===== src/rtl/vfc_pkg.sv =====
// Shared constants, command/status types and lookup functions for the mesher.
// No dependencies; imported by vfc_ctrl, vfc_dpath, the top level and the checker.
package vfc_pkg;

    localparam int CHUNK_WIDTH = 16;
    localparam int CHUNK_TALL  = 128;
    localparam int SPAN        = CHUNK_WIDTH + 2;
    localparam int DEPTH       = SPAN * CHUNK_TALL * SPAN;
    localparam int AW          = $clog2(DEPTH);

    localparam int XW     = 5;
    localparam int YW     = 7;
    localparam int FXW    = 4;
    localparam int ID_W   = 8;
    localparam int LT_W   = 8;
    localparam int MW     = ID_W + LT_W;
    localparam int DIR_W  = 3;
    localparam int OCC_W  = 2;
    localparam int CFG_IW = 2;

    localparam int NDIR  = 6;
    localparam int NREAD = 15;
    localparam int RIW   = $clog2(NREAD);

    localparam logic [ID_W-1:0] ID_AIR     = 8'h00;
    localparam logic [LT_W-1:0] LIGHT_OPEN = 8'hFF;
    localparam logic [ID_W-1:0] TR_A_RST   = 8'd6;
    localparam logic [ID_W-1:0] TR_B_RST   = 8'd8;
    localparam logic [ID_W-1:0] TR_C_RST   = 8'd13;

    localparam logic OP_WRITE = 1'b0;
    localparam logic OP_MESH  = 1'b1;

    localparam logic [CFG_IW-1:0] CFG_TR_A = 2'd0;
    localparam logic [CFG_IW-1:0] CFG_TR_B = 2'd1;
    localparam logic [CFG_IW-1:0] CFG_TR_C = 2'd2;

    localparam logic [DIR_W-1:0] DIR_PY = 3'd0;
    localparam logic [DIR_W-1:0] DIR_NY = 3'd1;
    localparam logic [DIR_W-1:0] DIR_NX = 3'd2;
    localparam logic [DIR_W-1:0] DIR_PX = 3'd3;
    localparam logic [DIR_W-1:0] DIR_PZ = 3'd4;
    localparam logic [DIR_W-1:0] DIR_NZ = 3'd5;

    // read slots: self, six face neighbors, eight cells above for occlusion
    localparam logic [RIW-1:0] SL_SELF = 4'd0;
    localparam logic [RIW-1:0] SL_XM   = 4'd7;
    localparam logic [RIW-1:0] SL_XP   = 4'd8;
    localparam logic [RIW-1:0] SL_ZM   = 4'd9;
    localparam logic [RIW-1:0] SL_ZP   = 4'd10;
    localparam logic [RIW-1:0] SL_MM   = 4'd11;
    localparam logic [RIW-1:0] SL_PM   = 4'd12;
    localparam logic [RIW-1:0] SL_PP   = 4'd13;
    localparam logic [RIW-1:0] SL_MP   = 4'd14;

    typedef struct packed {
        logic           clear_wr;
        logic           item_wr;
        logic           load;
        logic           rd_issue;
        logic [RIW-1:0] rd_idx;
        logic           emit;
    } t_cmd;

    typedef struct packed {
        logic mesh_ok;
        logic write_ok;
        logic clear_end;
        logic any_left;
        logic last_face;
    } t_stat;

    function automatic logic [1:0] rd_dx(input logic [RIW-1:0] k);
        case (k)
            4'd3, 4'd7, 4'd11, 4'd14: rd_dx = 2'b11;
            4'd4, 4'd8, 4'd12, 4'd13: rd_dx = 2'b01;
            default:                  rd_dx = 2'b00;
        endcase
    endfunction

    function automatic logic [1:0] rd_dy(input logic [RIW-1:0] k);
        case (k)
            4'd1, 4'd7, 4'd8, 4'd9, 4'd10,
            4'd11, 4'd12, 4'd13, 4'd14: rd_dy = 2'b01;
            4'd2:                       rd_dy = 2'b11;
            default:                    rd_dy = 2'b00;
        endcase
    endfunction

    function automatic logic [1:0] rd_dz(input logic [RIW-1:0] k);
        case (k)
            4'd5, 4'd10, 4'd13, 4'd14: rd_dz = 2'b01;
            4'd6, 4'd9, 4'd11, 4'd12:  rd_dz = 2'b11;
            default:                   rd_dz = 2'b00;
        endcase
    endfunction

    function automatic logic [AW-1:0] cell_addr(input logic [XW-1:0] x,
                                                input logic [YW-1:0] y,
                                                input logic [XW-1:0] z);
        logic [AW-1:0] col;
        col = AW'(x) * AW'(CHUNK_TALL) + AW'(y);
        return col * AW'(SPAN) + AW'(z);
    endfunction

    function automatic logic [OCC_W-1:0] occl_level(input logic s1, input logic s2,
                                                    input logic c);
        if (s1 && s2) begin
            return 2'd3;
        end
        return OCC_W'(s1) + OCC_W'(s2) + OCC_W'(c);
    endfunction

endpackage


===== src/rtl/vfc_ctrl.sv =====
// Mesher controller: clearing pass, neighbor read sequence and face emission.
// Depends on vfc_pkg.
module vfc_ctrl (
    input  logic          i_clk,
    input  logic          i_rst_n,
    input  logic          i_start,
    input  logic          i_operation,
    input  vfc_pkg::t_stat i_stat,
    output vfc_pkg::t_cmd  o_cmd,
    output logic          o_busy
);
    import vfc_pkg::*;

    localparam logic [2:0] S_IDLE  = 3'd0;
    localparam logic [2:0] S_CLEAR = 3'd1;
    localparam logic [2:0] S_READ  = 3'd2;
    localparam logic [2:0] S_TAIL  = 3'd3;
    localparam logic [2:0] S_EMIT  = 3'd4;

    logic [2:0]     r_state, n_state;
    logic [RIW-1:0] r_step, n_step;

    always_comb begin
        n_state = r_state;
        n_step  = r_step;
        o_cmd   = '0;
        o_cmd.rd_idx = r_step;
        case (r_state)
            S_IDLE: begin
                if (i_start) begin
                    if (i_operation == OP_MESH && i_stat.mesh_ok) begin
                        o_cmd.load = 1'b1;
                        n_step     = '0;
                        n_state    = S_READ;
                    end else if (i_operation == OP_WRITE && i_stat.write_ok) begin
                        o_cmd.item_wr = 1'b1;
                    end
                end
            end
            S_CLEAR: begin
                o_cmd.clear_wr = 1'b1;
                if (i_stat.clear_end) begin
                    n_state = S_IDLE;
                end
            end
            S_READ: begin
                o_cmd.rd_issue = 1'b1;
                if (r_step == RIW'(NREAD - 1)) begin
                    n_state = S_TAIL;
                end else begin
                    n_step = r_step + 1'b1;
                end
            end
            S_TAIL: begin
                n_state = S_EMIT;
            end
            S_EMIT: begin
                if (i_stat.any_left) begin
                    o_cmd.emit = 1'b1;
                    if (i_stat.last_face) begin
                        n_state = S_IDLE;
                    end
                end else begin
                    n_state = S_IDLE;
                end
            end
            default: begin
                n_state = S_IDLE;
            end
        endcase
    end

    always_ff @(posedge i_clk) begin
        if (!i_rst_n) begin
            r_state <= S_CLEAR;
            r_step  <= '0;
        end else begin
            r_state <= n_state;
            r_step  <= n_step;
        end
    end

    assign o_busy = (r_state != S_IDLE);
endmodule


===== config.mk =====
export PLATFORM = sky130hd
export DESIGN_NAME = vfc_ctrl
export DESIGN_NICKNAME = d
export VERILOG_FILES = /design/src/rtl/vfc_pkg.sv /design/src/rtl/vfc_ctrl.sv
export SDC_FILE = /design/constraint.sdc
export NUM_CORES = 1
export LEC_CHECK = 0
export ABC_AREA = 0
export BUFFER_PORTS_ARGS = -buffer_cell sky130_fd_sc_hd__buf_2
export CORE_AREA = 2 2 39 41
export CTS_BUF_LIST = sky130_fd_sc_hd__clkbuf_16
export DETAILED_ROUTE_END_ITERATION = 12
export DIE_AREA = 0 0 41 43
export HOLD_SLACK_MARGIN = 0.05
export PLACE_DENSITY = 0.64
export SYNTH_ARGS = -nofsm -noshare
export SYNTH_HDL_FRONTEND = slang
export SYNTH_SLANG_ARGS = --single-unit
export TNS_END_PERCENT = 1

===== constraint.sdc =====
create_clock -name i_clk -period 3.47 [get_ports i_clk]
set_input_delay 0.694 -clock i_clk [delete_from_list [all_inputs] [get_ports i_clk]]
set_output_delay 0.694 -clock i_clk [all_outputs]
set_load 0.01 [all_outputs]

# Yosys cells after proc, flatten, opt, wreduce, memory -nomap -nowiden
# Index checks and enable logic that the tools add are counted.
# classes
bitwise_logic,1
eq_ne,11
muxes,20
n_addsub,1
reduce_logical,7
# ops
operator,n
3-bit two-way mux,6
3-bit case mux with 5 select lines,1
4-bit two-way mux,3
"2-bit inequality test, second input constant",5
4-bit case mux with 2 select lines,1
1-bit two-way mux,7
"3-bit by 2-bit equality test with 1-bit output, second input constant",2
5-bit AND reduction,1
"4-bit by 1-bit adder with 4-bit output, second input constant",1
"4-bit equality test, second input constant",1
2-bit two-way mux,2
4-bit AND reduction,1
"3-bit by 1-bit equality test with 1-bit output, second input constant",1
"3-bit equality test, second input constant",1
3-bit zero test,1
"3-bit inequality test, second input constant",1
3-bit nonzero test,1
1-bit logical AND,2
2-bit nonzero test,1
1-bit NOT,1
# word_totals
register_bits,7
elab_cells,42
output_inout_bits,10

# Logic depth before layout (Yosys ltp)
# Gate-level depths: netlist of run 1.
# depth
word_depth,6
ltp_mapped,5
mapped_depth_nobuf,5

# Worst setup path before layout of run 1
# No wires, ideal clock.
# synth_path
path_type,register -> output
startpoint,reg r_state[2]
endpoint,out o_cmd[7] (netlist name)
setup_slack_ps,1616
arrival_ps,1160
n_path_buf,1
stages_incl_launch_ff,4
cell_sequence,dfxtp_1 > or3_1 > clkbuf_1 > nor3_1
# synth_lines
element,line,rtl
"start, declared",vfc_ctrl.sv:20,"logic [2:0] r_state, n_state;"
"start signal, assigned",vfc_ctrl.sv:78,r_state <= n_state;
"end, declared",vfc_ctrl.sv:9,"output vfc_pkg::t_cmd o_cmd,"

==> summary.txt, run 1 <==
Outcome
  – Status: completed

Synth
  – Commonest cells post-synth: 7 x dfxtp_1, 6 x nand2_1, 3 x inv_1, 3 x nand3_1, 3 x nor3_1
  – Avg Cell Area, Syn: between 8 and 9 um2
  – Post-synth top area share: 0.362
  – Cell Area, Synth: approximately 390 um2
  – Synth Instances: between 40 and 50
  – Number of flops mapped to enable cells by yosys: 0
  – Seq/Total Area, Yosys: 0.362
  – Ys flop type: dfxtp_1
  – YS warnings: 0
  – Synth area leader: dfxtp_1
  – Synth top area cells: dfxtp_1 36%, ha_1 6.5%, nand2_1 5.8%, mux2i_1 5.2%, nand3_1 3.9%
  – Fraction of registers with async set/reset: 0
  – Top-count cell post-synth: dfxtp_1
  – Netlist cell types: 25
  – Synth Net Count: 58
  – #FFs+latches synth: 7

Setup path
  – Worst reg2reg setup slack: between 1.5 and 2 ns
  – Critical path's largest stage delay: ~0.45 ns
  – Critical path arrival: approximately 1.4 ns
  – Critical Path End Type: output pin
  – Worst setup SP type: flop
  – Crit Path Max Fanout: 6
  – R2R Path End: r_step[1]
  – Crit path buf inv count: 1
  – Setup CP Type: flop to output pin
  – Critical-path cell list: or3_1 -> nor3_1 -> buf_2
  – Critical R2R Launch: r_step[0]
  – Crit-path slowest cell: or3_1
  – Crit path max-delay family: simple AND/OR/NAND/NOR gates
  – Req. time, crit path: approximately 2.8 ns
  – Worst reg2reg path depth: 5

Place
  – Placed Area: slightly below 500 um2
  – Dpl ws: ~1.6 ns
  – PortBufs: 18
  – GP Congestion: 0.666

Route
  – Routed WL: between 1000 and 1500 um
  – Routed len/inst: 12.0 um
  – Via count: roughly 430
  – ANT nets after route: 0
  – DRC viols: 0
  – Drt pass-1 iters: 4
  – Iter 0 DRT Violations: 10
  – Detailed-route vias per instance: 5.17

STA
  – F_max: between 400 and 500 MHz
  – Final worst slack: 1.38 ns
  – Slew @ Worst Pin: around 0.3 ns
  – Setup tns final: 0 ns
  – Slew headroom: 0.799
  – Final Hold Fails: 0
  – Final Setup Violations: 0
  – Final critical-path required period: about 2.1 ns
  – RSZ-0062 raised after global routing: no
  – Fin. max-slew vios: 0
  – Crit share post-route: 0.602
  – Max Clock Skew: approximately 0.0023 ns

Clocking
  – CTS H-tree lvls: 1
  – Hold Buf Count CTS: 0
  – Sinks on Clock Net: 7
  – CTS max path bufs: 2
  – Clock slew at reported path FFs: around 0.040 ns
  – CTS tree: done
  – Post-CTS Resized: 0
  – Worst-Skew Late Latency: 0.23 ns
  – TritonCTS buffer count: 3
  – Post-CTS Setup Bufs: 0
  – CTS Root Cell: clkbuf_16

Power and ir drop
  – LEAKAGE: around 0.26 nW
  – P per Cell Area: ~510 mW/mm2
  – Peak VDD IR: ~0.19 mV
  – Total chip power: 0.000294 W

Worst hold path
  – Hold path depth: 1
  – Worst Hold Class: flop to flop
  – Hold endpoint: r_step[3]
  – Hold_sp: r_step[3]

Floorplanning
  – Die H: between 40 and 50 um
  – Die area: between 0.0015 and 0.002 mm2
  – Die W: a little over 40 um
  – Initial core utilization: 0.279
  – Io pins: 19
  – Row count: 14
  – Core Box Area: 0.00138 mm2

Cells and area
  – Fraction of layout cells with a size suffix above 1: 0.338
  – Area Growth Syn to Fin: 47.9%
  – Final Cell Area: 572 um2
  – Fin util: 0.413
  – Nets: 80
  – # diodes: 0

Global route
  – Vias in the first global route: 395
  – Largest net degree at the start of global routing: 9
  – Initial antenna violation count: 0
  – Global Route Usage Sum: 0.133
  – First-pass GRT wire length: roughly 1500 um
  – GRT overflow: 0

Flow run
  – MaxCap Viol Count: 0
==> placed cells by master, fill, tap and decap left out <==
| cell type | count |
|---|---|
| mux2i_1 | 2 |
| and3_1 | 1 |
| a41oi_1 | 1 |
| dfxtp_1 | 7 |
| ha_1 | 2 |
| o22ai_1 | 1 |
| buf_2 | 18 |
| clkbuf_16 | 3 |
| nand2_1 | 6 |
| nor4b_1 | 1 |
| o41ai_1 | 1 |
| nand3b_1 | 2 |
| nor2_1 | 2 |
| a21oi_1 | 1 |
| o211ai_1 | 1 |
| and2_1 | 1 |
| inv_1 | 4 |
| or3b_4 | 1 |
| a31oi_1 | 1 |
| o21ai_0 | 1 |
| nand3_1 | 3 |
| or3_1 | 2 |
| nor3_1 | 3 |
| o31ai_1 | 1 |
| a211oi_1 | 1 |
| inv_2 | 1 |
==> area by class of cell <==
| cell class | instances | area [um2] |
|---|---|---|
| Fill cell | 146 | 812 |
| Clock inverter | 1 | 3.75 |
| Clock buffer | 3 | 75.1 |
| Sequential cell | 7 | 140 |
| Timing Repair Buffer | 18 | 90.1 |
| Inverter | 4 | 15.0 |
| Multi-Input combinational cell | 35 | 228 |
| Tap cell | 16 | 20.0 |
==> through the flow <==
stage | hold slack (ns) | instances
floorplan | 0.474 | 47
global placement | 0.481 | 80
detailed placement | 0.490 | 80
CTS | 0.509 | 84
global route | 0.523 | 84
finish | 0.506 | 84
==> worst max-delay path by stage <==
stage                     start  endpoint  slack [ns]  cells after the start
floorplan            r_state[2]  o_cmd[7]        1.62                      3
global placement        i_start  o_cmd[6]        1.65                      4
detailed placement  i_operation  o_cmd[7]        1.63                      3
CTS                  r_state[2]  o_cmd[7]        1.38                      3
global route         r_state[1]  o_cmd[7]        1.33                      3
finish               r_state[2]  o_cmd[7]        1.38                      3
==> flip-flops by register name, indices dropped and copies added (netlist names) <==
name and flops:
r_step 4, r_state 3
==> layer usage <==
layer	GRT usage	part of all wire
met1	0.147	0.44
met2	0.197	0.48
met3	0.0471	0.043
met4	0.100	0.032
met5	0	0
==> report_power, final <==
part           switching [W]  internal (W)  total (W)
Sequential        0.00000202     0.0000821  0.0000841
Clock              0.0000430      0.000150   0.000193
Combinational     0.00000895    0.00000779  0.0000167
==> cell families after synthesis <==
kind of cell,synth area share
flops,0.362
simple gates,0.311
buf+inv,0.0485
mux,0.0518
compound gates,0.162
fa+ha+maj,0.0647
No activity file was read; power rests on OpenSTA's default activity.
==> inputs of run 2 (changes only) <==
Settings changed: ABC_AREA 0 to 1, PLACE_DENSITY 0.64 to 0.73.
Clock period 3.47 ns to 1.7 ns, I/O delays scaled along.
==> run 2 against run 1 <==
Against the previous run:
- largest cell class unchanged
- synthesized area up 22%
- register-to-register slack worse by 1.6 ns
- highest routed layer is now met3
- count of clock-buffer cells in the layout unchanged
- largest power group unchanged
- global-route usage up 0.26 points
- first-iteration DRC count down 60%
- sequential power rose to 2.6 times the previous value
- critical path type unchanged
- final cell count up 24%
==> summary.txt, run 2 <==
Outcome
  – Status: completed

STA
  – Slew headroom: 0.754 (-0.0459)
  – Max Clock Skew: 0.00221 ns (-0.000134 ns)
  – Final Setup Violations: 0 (unchanged)
  – Final Hold Fails: 0 (unchanged)
  – Fin. max-slew vios: 0 (unchanged)
  – Final worst slack: 0.147 ns (-1.23 ns)
  – Crit share post-route: 0.913
  – RSZ-0062 raised after global routing: no
  – Final critical-path required period: 1.55 ns
  – Slew @ Worst Pin: 0.369 ns (+0.0683 ns)
  – F_max: ~640 MHz
  – Setup tns final: 0 ns (unchanged)

Clocking
  – Sinks on Clock Net: 7 (unchanged)
  – TritonCTS buffer count: 3 (unchanged)
  – Worst-Skew Late Latency: 0.23 ns (about the same)
  – CTS Root Cell: clkbuf_16
  – CTS H-tree lvls: 1 (unchanged)
  – Hold Buf Count CTS: 0 (unchanged)
  – CTS tree: done
  – Clock slew at reported path FFs: 0.04 ns (about the same)
  – CTS max path bufs: 2 (unchanged)
  – Post-CTS Setup Bufs: 0 (unchanged)
  – Post-CTS Resized: 0 (unchanged)

Synth
  – Synth Instances: 67 (+43%)
  – Ys flop type: dfxtp_1
  – #FFs+latches synth: 7 (unchanged)
  – Netlist cell types: 20 (-20%)
  – Fraction of registers with async set/reset: 0 (unchanged)
  – YS warnings: 0 (unchanged)
  – Synth area leader: dfxtp_1
  – Seq/Total Area, Yosys: 0.298 (-0.0646)
  – Commonest cells post-synth: 9 x nand2_1, 9 x nand3_1, 9 x nor2_1
  – Cell Area, Synth: 470 um2 (+22%)
  – Post-synth top area share: 0.298 (-0.0646)
  – Synth Net Count: 78 (+34%)
  – Avg Cell Area, Syn: 7.02 um2 (-15%)
  – Number of flops mapped to enable cells by yosys: 0 (unchanged)
  – Synth top area cells: dfxtp_1 30%, nand3_1 9.6%, nand2_1 7.2%, nor2_1 7.2%, inv_1 6.4%

Cells and area
  – Most frequent cells in the layout: 18 x buf_2, 9 x nor2_1, 9 x nand2_1, 9 x inv_1, 9 x nand3_1
  – Fin util: 0.468 (+0.0552)
  – Most common cell after layout, fill and taps aside: buf_2
  – Area Growth Syn to Fin: 37.8%
  – Regs by FF count: r_step: 4 flops, r_state: 3 flops
  – Fraction of layout cells with a size suffix above 1: 0.386 (+0.0481)
  – Max reg flops: 4 (unchanged)
  – # diodes: 0 (unchanged)
  – Filler cell count: 141 (-3.4%)
  – Nets: 100 (+25%)
  – Most flops, register: r_step

Floorplanning
  – Initial core utilization: 0.340 (+0.0606)
  – Die area: 0.00176 mm2 (unchanged)
  – Core Box Area: 0.00138 mm2 (unchanged)
  – Die H: 43 um (unchanged)
  – Row count: 14 (unchanged)
  – Die W: 41 um (unchanged)
  – Io pins: 19 (unchanged)

Setup path
  – Req. time, crit path: 1.36 ns (-1.42 ns)
  – Setup CP Type: flop to output pin
  – Crit path buf inv count: 3 (+2)
  – Critical-path cell list: inv_2 -> nand2_2 -> nor2_4 -> inv_1 -> nor4_1 -> buf_2
  – Critical path's largest stage delay: 0.34 ns (-0.11 ns)
  – Crit Path Max Fanout: 5 (-1)
  – Crit path max-delay family: flip-flops
  – Worst reg2reg path depth: 9 (+4)
  – Worst reg2reg setup slack: 0.40 ns (-1.58 ns)
  – R2R Path End: r_state[1]
  – Critical path arrival: 1.21 ns (-0.18 ns)
  – Crit-path slowest cell: dfxtp_1
  – Critical Path End Type: output pin
  – Worst setup SP type: flop
  – Critical R2R Launch: r_step[0]

Worst hold path
  – Hold path depth: 2 (+1)
  – Hold_sp: i_rst_n
  – Hold endpoint: r_state[0]
  – Worst Hold Class: primary input to flop

Route
  – Drt pass-1 iters: 4 (unchanged)
  – Routed len/inst: 9.48 um (-21%)
  – Via count: 485 (+12%)
  – Iter 0 DRT Violations: 4 (-6)
  – Routed WL: 986 um (-2.4%)
  – DRC viols: 0 (unchanged)
  – ANT nets after route: 0 (unchanged)
  – Detailed-route vias per instance: 4.66 (-9.7%)

Global route
  – Vias in the first global route: 403 (+2.0%)
  – Largest net degree at the start of global routing: 10 (+1)
  – First-pass GRT wire length: 1640 um (+6.3%)
  – Global Route Usage Sum: 0.136 (+0.00255)
  – Initial antenna violation count: 0 (unchanged)
  – GRT overflow: 0 (unchanged)

Power and ir drop
  – Peak VDD IR: 0.695 mV (+270%)
  – P per Cell Area: 1240 mW/mm2 (+140%)
  – Total chip power: 0.000803 W (+170%)
  – LEAKAGE: 0.353 nW (+36%)

Flow run
  – MaxCap Viol Count: 0 (unchanged)

Place
  – Post-DP HPWL: a little over 800 um
  – GP Congestion: 0.737 (+11%)
  – PortBufs: 18 (unchanged)
  – Dpl ws: 0.377 ns (-1.25 ns)
## run 2: cell types whose count changed in the layout (fill, tap and decap cells not counted), sizes merged, moves of 2 or more
cell,before,now
nand2,6,12
or3,2,0
inv,5,12
mux2i,2,0
nor2,2,13
nor3,3,1
nand3,3,11
a21oi,1,4
nor4,0,2
## run 2: layout make-up
type / count / area (um2) / area share
Multi-Input combinational cell: 48 / 278 / 0.429
Sequential cell: 7 / 140 / 0.216
Timing Repair Buffer: 18 / 90.1 / 0.139
Clock buffer: 3 / 75.1 / 0.116
Inverter: 11 / 41.3 / 0.0637
Tap cell: 16 / 20.0 / 0.0309
Clock inverter: 1 / 3.75 / 0.00579
## run 2: worst max path at each step
| stage | from | to | slack (ns) | cells after the start |
|---|---|---|---|---|
| global placement | r_step[0] | r_state[1] | 0.40 | 9 |
| floorplan | r_state[2] | o_cmd[7] | 0.34 | 5 |
| finish | r_state[2] | o_cmd[7] | 0.15 | 6 |
| detailed placement | r_state[0] | o_cmd[7] | 0.38 | 6 |
| CTS | r_state[0] | o_cmd[7] | 0.13 | 6 |
| global route | r_state[2] | o_cmd[7] | 0.07 | 6 |
## run 2: worst reg2reg max path, stage by stage (launching register included)
cell	delay, ns
dfxtp_1	0.32
inv_1	0.11
ha_1	0.15
nand3_1	0.09
nand3_2	0.12
nand2_1	0.08
nor2_2	0.13
nand2_1	0.07
nand2_1	0.07
nor2_2	0.03
## run 2: cells by family after synthesis
logic type	count (synthesis)	synth area share
AOI/OAI and AO/OA	6	0.0771
adders and majority gates	2	0.0532
buffers and inverters	12	0.112
DFF	7	0.298
and+or+nand+nor	40	0.460
## run 2: routing by layer
| metal | wire [um] | up-vias | GRT usage |
|---|---|---|---|
| li1 | - | 256 | - |
| met2 | 490 | 14 | 0.197 |
| met3 | 63 | 0 | 0.0628 |
| met5 | 0 | - | 0 |
| met1 | 432 | 215 | 0.175 |
| met4 | 0 | 0 | 0.0400 |
## run 2: power by group
part	internal [W]	switching, W	total (W)	leakage, nW
logic	0.0000777	0.000115	0.000193	0.253
clock network	0.000306	0.0000847	0.000390	0.0423
registers	0.000184	0.0000365	0.000220	0.0572
## run 2: stage by stage
| step | hold slack, ns | instance area, um2 | std cells |
|---|---|---|---|
| floorplan | 0.424 | 470 | 67 |
| finish | 0.339 | 648 | 104 |
| CTS | 0.336 | 648 | 104 |
| global route | 0.373 | 648 | 104 |
| detailed placement | 0.526 | 569 | 100 |
| global placement | 0.518 | 569 | 100 |
==> inputs of run 3 (changes only) <==
Settings changed: CELL_PAD_IN_SITES_DETAIL_PLACEMENT set to 1, CELL_PAD_IN_SITES_GLOBAL_PLACEMENT set to 1, CORE_AREA 2 2 39 41 to not set, CORE_UTILIZATION set to 27, DIE_AREA 0 0 41 43 to not set, PLACE_DENSITY 0.73 to not set, PLACE_DENSITY_LB_ADDON set to 0.1.
==> run 3 against run 2 <==
Against the previous run:
- the run now ends with design-rule violations left
- clock power up 5%
- routed wire length up 28%
- worst setup slack worse by 0.054 ns
- combinational power up 4%
- non-clock buffer count up 1
- sequential share of layout area down 0.25 points
- utilization down 4.8 points
==> summary.txt, run 3 (synthesis gave the netlist of run 2 again) <==
STA
  – Slew @ Worst Pin: 0.397 ns (+0.0283 ns)
  – Slew headroom: 0.735 (-0.0189)
  – Final worst slack: 0.0930 ns (-0.0543 ns)
  – Min Hold Slack: 0.339 ns (+0.000308 ns)
  – Fin. max-slew vios: 0 (unchanged)
  – Max Clock Skew: 0.00286 ns (+0.000652 ns)
  – F_max: 622 MHz (-3.4%)
  – Final critical-path required period: 1.61 ns (+0.0543 ns)
  – Final Setup Violations: 0 (unchanged)
  – Final Hold Fails: 0 (unchanged)
  – Crit share post-route: 0.945 (+0.0319)

Global route
  – Largest net degree at the start of global routing: 10 (unchanged)
  – Vias in the first global route: 481 (+19%)
  – GRT overflow: 0 (unchanged)
  – Initial antenna violation count: 0 (unchanged)
  – First-pass GRT wire length: 2120 um (+30%)
  – Global Route Usage Sum: 0.160 (+0.0241)

Floorplanning
  – Io pins: 19 (unchanged)
  – Die W: 43.7 um (+6.7%)
  – Row count: 14 (unchanged)
  – Core Box Area: 0.00156 mm2 (+13%)
  – Die area: 0.00191 mm2 (+8.5%)
  – Initial core utilization: 0.302 (-0.0382)
  – Die H: 43.7 um (+1.7%)

Setup path
  – Crit Path Max Fanout: 5 (unchanged)
  – Worst setup SP type: flop
  – Setup CP Type: flop to output pin
  – Critical path arrival: 1.27 ns (+0.06 ns)
  – Critical Path End Type: output pin
  – Req. time, crit path: 1.36 ns (about the same)

Clocking
  – Clock slew at reported path FFs: 0.04 ns (about the same)
  – CTS Root Cell: clkbuf_16
  – Post-CTS Resized: 0 (unchanged)
  – TritonCTS buffer count: 3 (unchanged)
  – Sinks on Clock Net: 7 (unchanged)
  – CTS H-tree lvls: 1 (unchanged)
  – CTS max path bufs: 2 (unchanged)
  – CTS tree: done
  – Worst-Skew Late Latency: 0.24 ns (about the same)

Route
  – Iter 0 DRT Violations: 7 (+3)
  – Detailed-route vias per instance: 4.67 (about the same)
  – ANT nets after route: 0 (unchanged)
  – Via count: 490 (+1.0%)
  – Routed len/inst: 12.0 um (+27%)
  – Drt pass-1 iters: 8 (+4)
  – DRC viols: 3 (+3)
  – Routed WL: 1260 um (+28%)

Cells and area
  – Final Cell Area: 656 um2 (+1.2%)
  – # diodes: 0 (unchanged)
  – Fraction of layout cells with a size suffix above 1: 0.393 (+0.00689)
  – Regs by FF count: r_step: 4 flops, r_state: 3 flops
  – Most flops, register: r_step
  – Area Growth Syn to Fin: 39.4%
  – Nets: 101 (+1.0%)
  – Max reg flops: 4 (unchanged)
  – Most frequent cells in the layout: 18 x buf_2, 9 x nor2_1, 9 x nand2_1, 9 x inv_1, 9 x nand3_1
  – Most common cell after layout, fill and taps aside: buf_2
  – Layout Cells excl Fill: 105 (+0.96%)

Place
  – PortBufs: 18 (unchanged)
  – Dpl ws: 0.331 ns (-0.0461 ns)
  – GP Congestion: 0.717 (-2.7%)
  – Placed Area: 569 um2 (unchanged)
  – Cell Count Post-Placement: 100 (unchanged)
  – Post-DP HPWL: 960 um (+16%)

Outcome
  – Failing checks: design-rule violations
  – Status: complete, but fails checks

Flow run
  – MaxCap Viol Count: 0 (unchanged)

Power and ir drop
  – P per Cell Area: 1270 mW/mm2 (+2.2%)
  – Peak VDD IR: 0.607 mV (-13%)
  – LEAKAGE: 0.357 nW (+1.2%)
  – Total chip power: 0.000831 W (+3.4%)

Worst hold path
  – Worst Hold Class: primary input to flop
## run 3: final timing paths
path / startpoint / to / slack (ns) / cells past startpoint
worst max-delay path: r_state[2] / o_cmd[7] / 0.09 / 6
worst min register to register: r_step[0] / r_step[0] / 0.54 / 2
worst min-delay path: i_rst_n / r_state[0] / 0.34 / 2
worst max register to register: r_step[0] / r_state[1] / 0.41 / 8
## run 3: through the flow
stage / TNS (ns) / utilization
2_1_floorplan: 0 / -
3_3_place_gp: 0 / 0.365
3_5_place_dp: 0 / 0.365
4_1_cts: 0 / 0.416
5_1_grt: -0.00388 / 0.421
6_report: 0 / 0.421
## run 3: final cells by class
cell class                 instances  area [um2]
fill                             209         903
multi-input combinational         48         278
sequential                         7         140
timing repair buffer              19        97.6
clock buffer                       3        75.1
inverter                          11        41.3
tap                               16        20.0
clock inverter                     1        3.75
## run 3: power by group
| part | switching, W | internal, W | total [W] |
|---|---|---|---|
| clock | 0.000101 | 0.000307 | 0.000408 |
| sequential | 0.0000395 | 0.000184 | 0.000223 |
| combinational | 0.000119 | 0.0000809 | 0.000200 |
## run 3: metal layers
layer,part of all wire,wire (um),GRT usage
met5,0,0,0
met4,0.024,30,0.100
met3,0.078,98,0.0667
met2,0.44,553,0.236
met1,0.46,579,0.191
## run 3: what timing repair did
item | 4_1_cts | 5_1_grt
setup buffers | 0 | 1
endpoints found under the setup margin | 0 | 1
hold endpoints to repair | 0 | 0
hold buffers | 0 | 0
## run 3: critical path, cell delays in order, from the launching register on
cell and delay [ns]:
dfxtp_1 0.35, inv_2 0.09, nand2_2 0.08, nor2_4 0.12, inv_1 0.07, nor4_1 0.15, buf_2 0.17
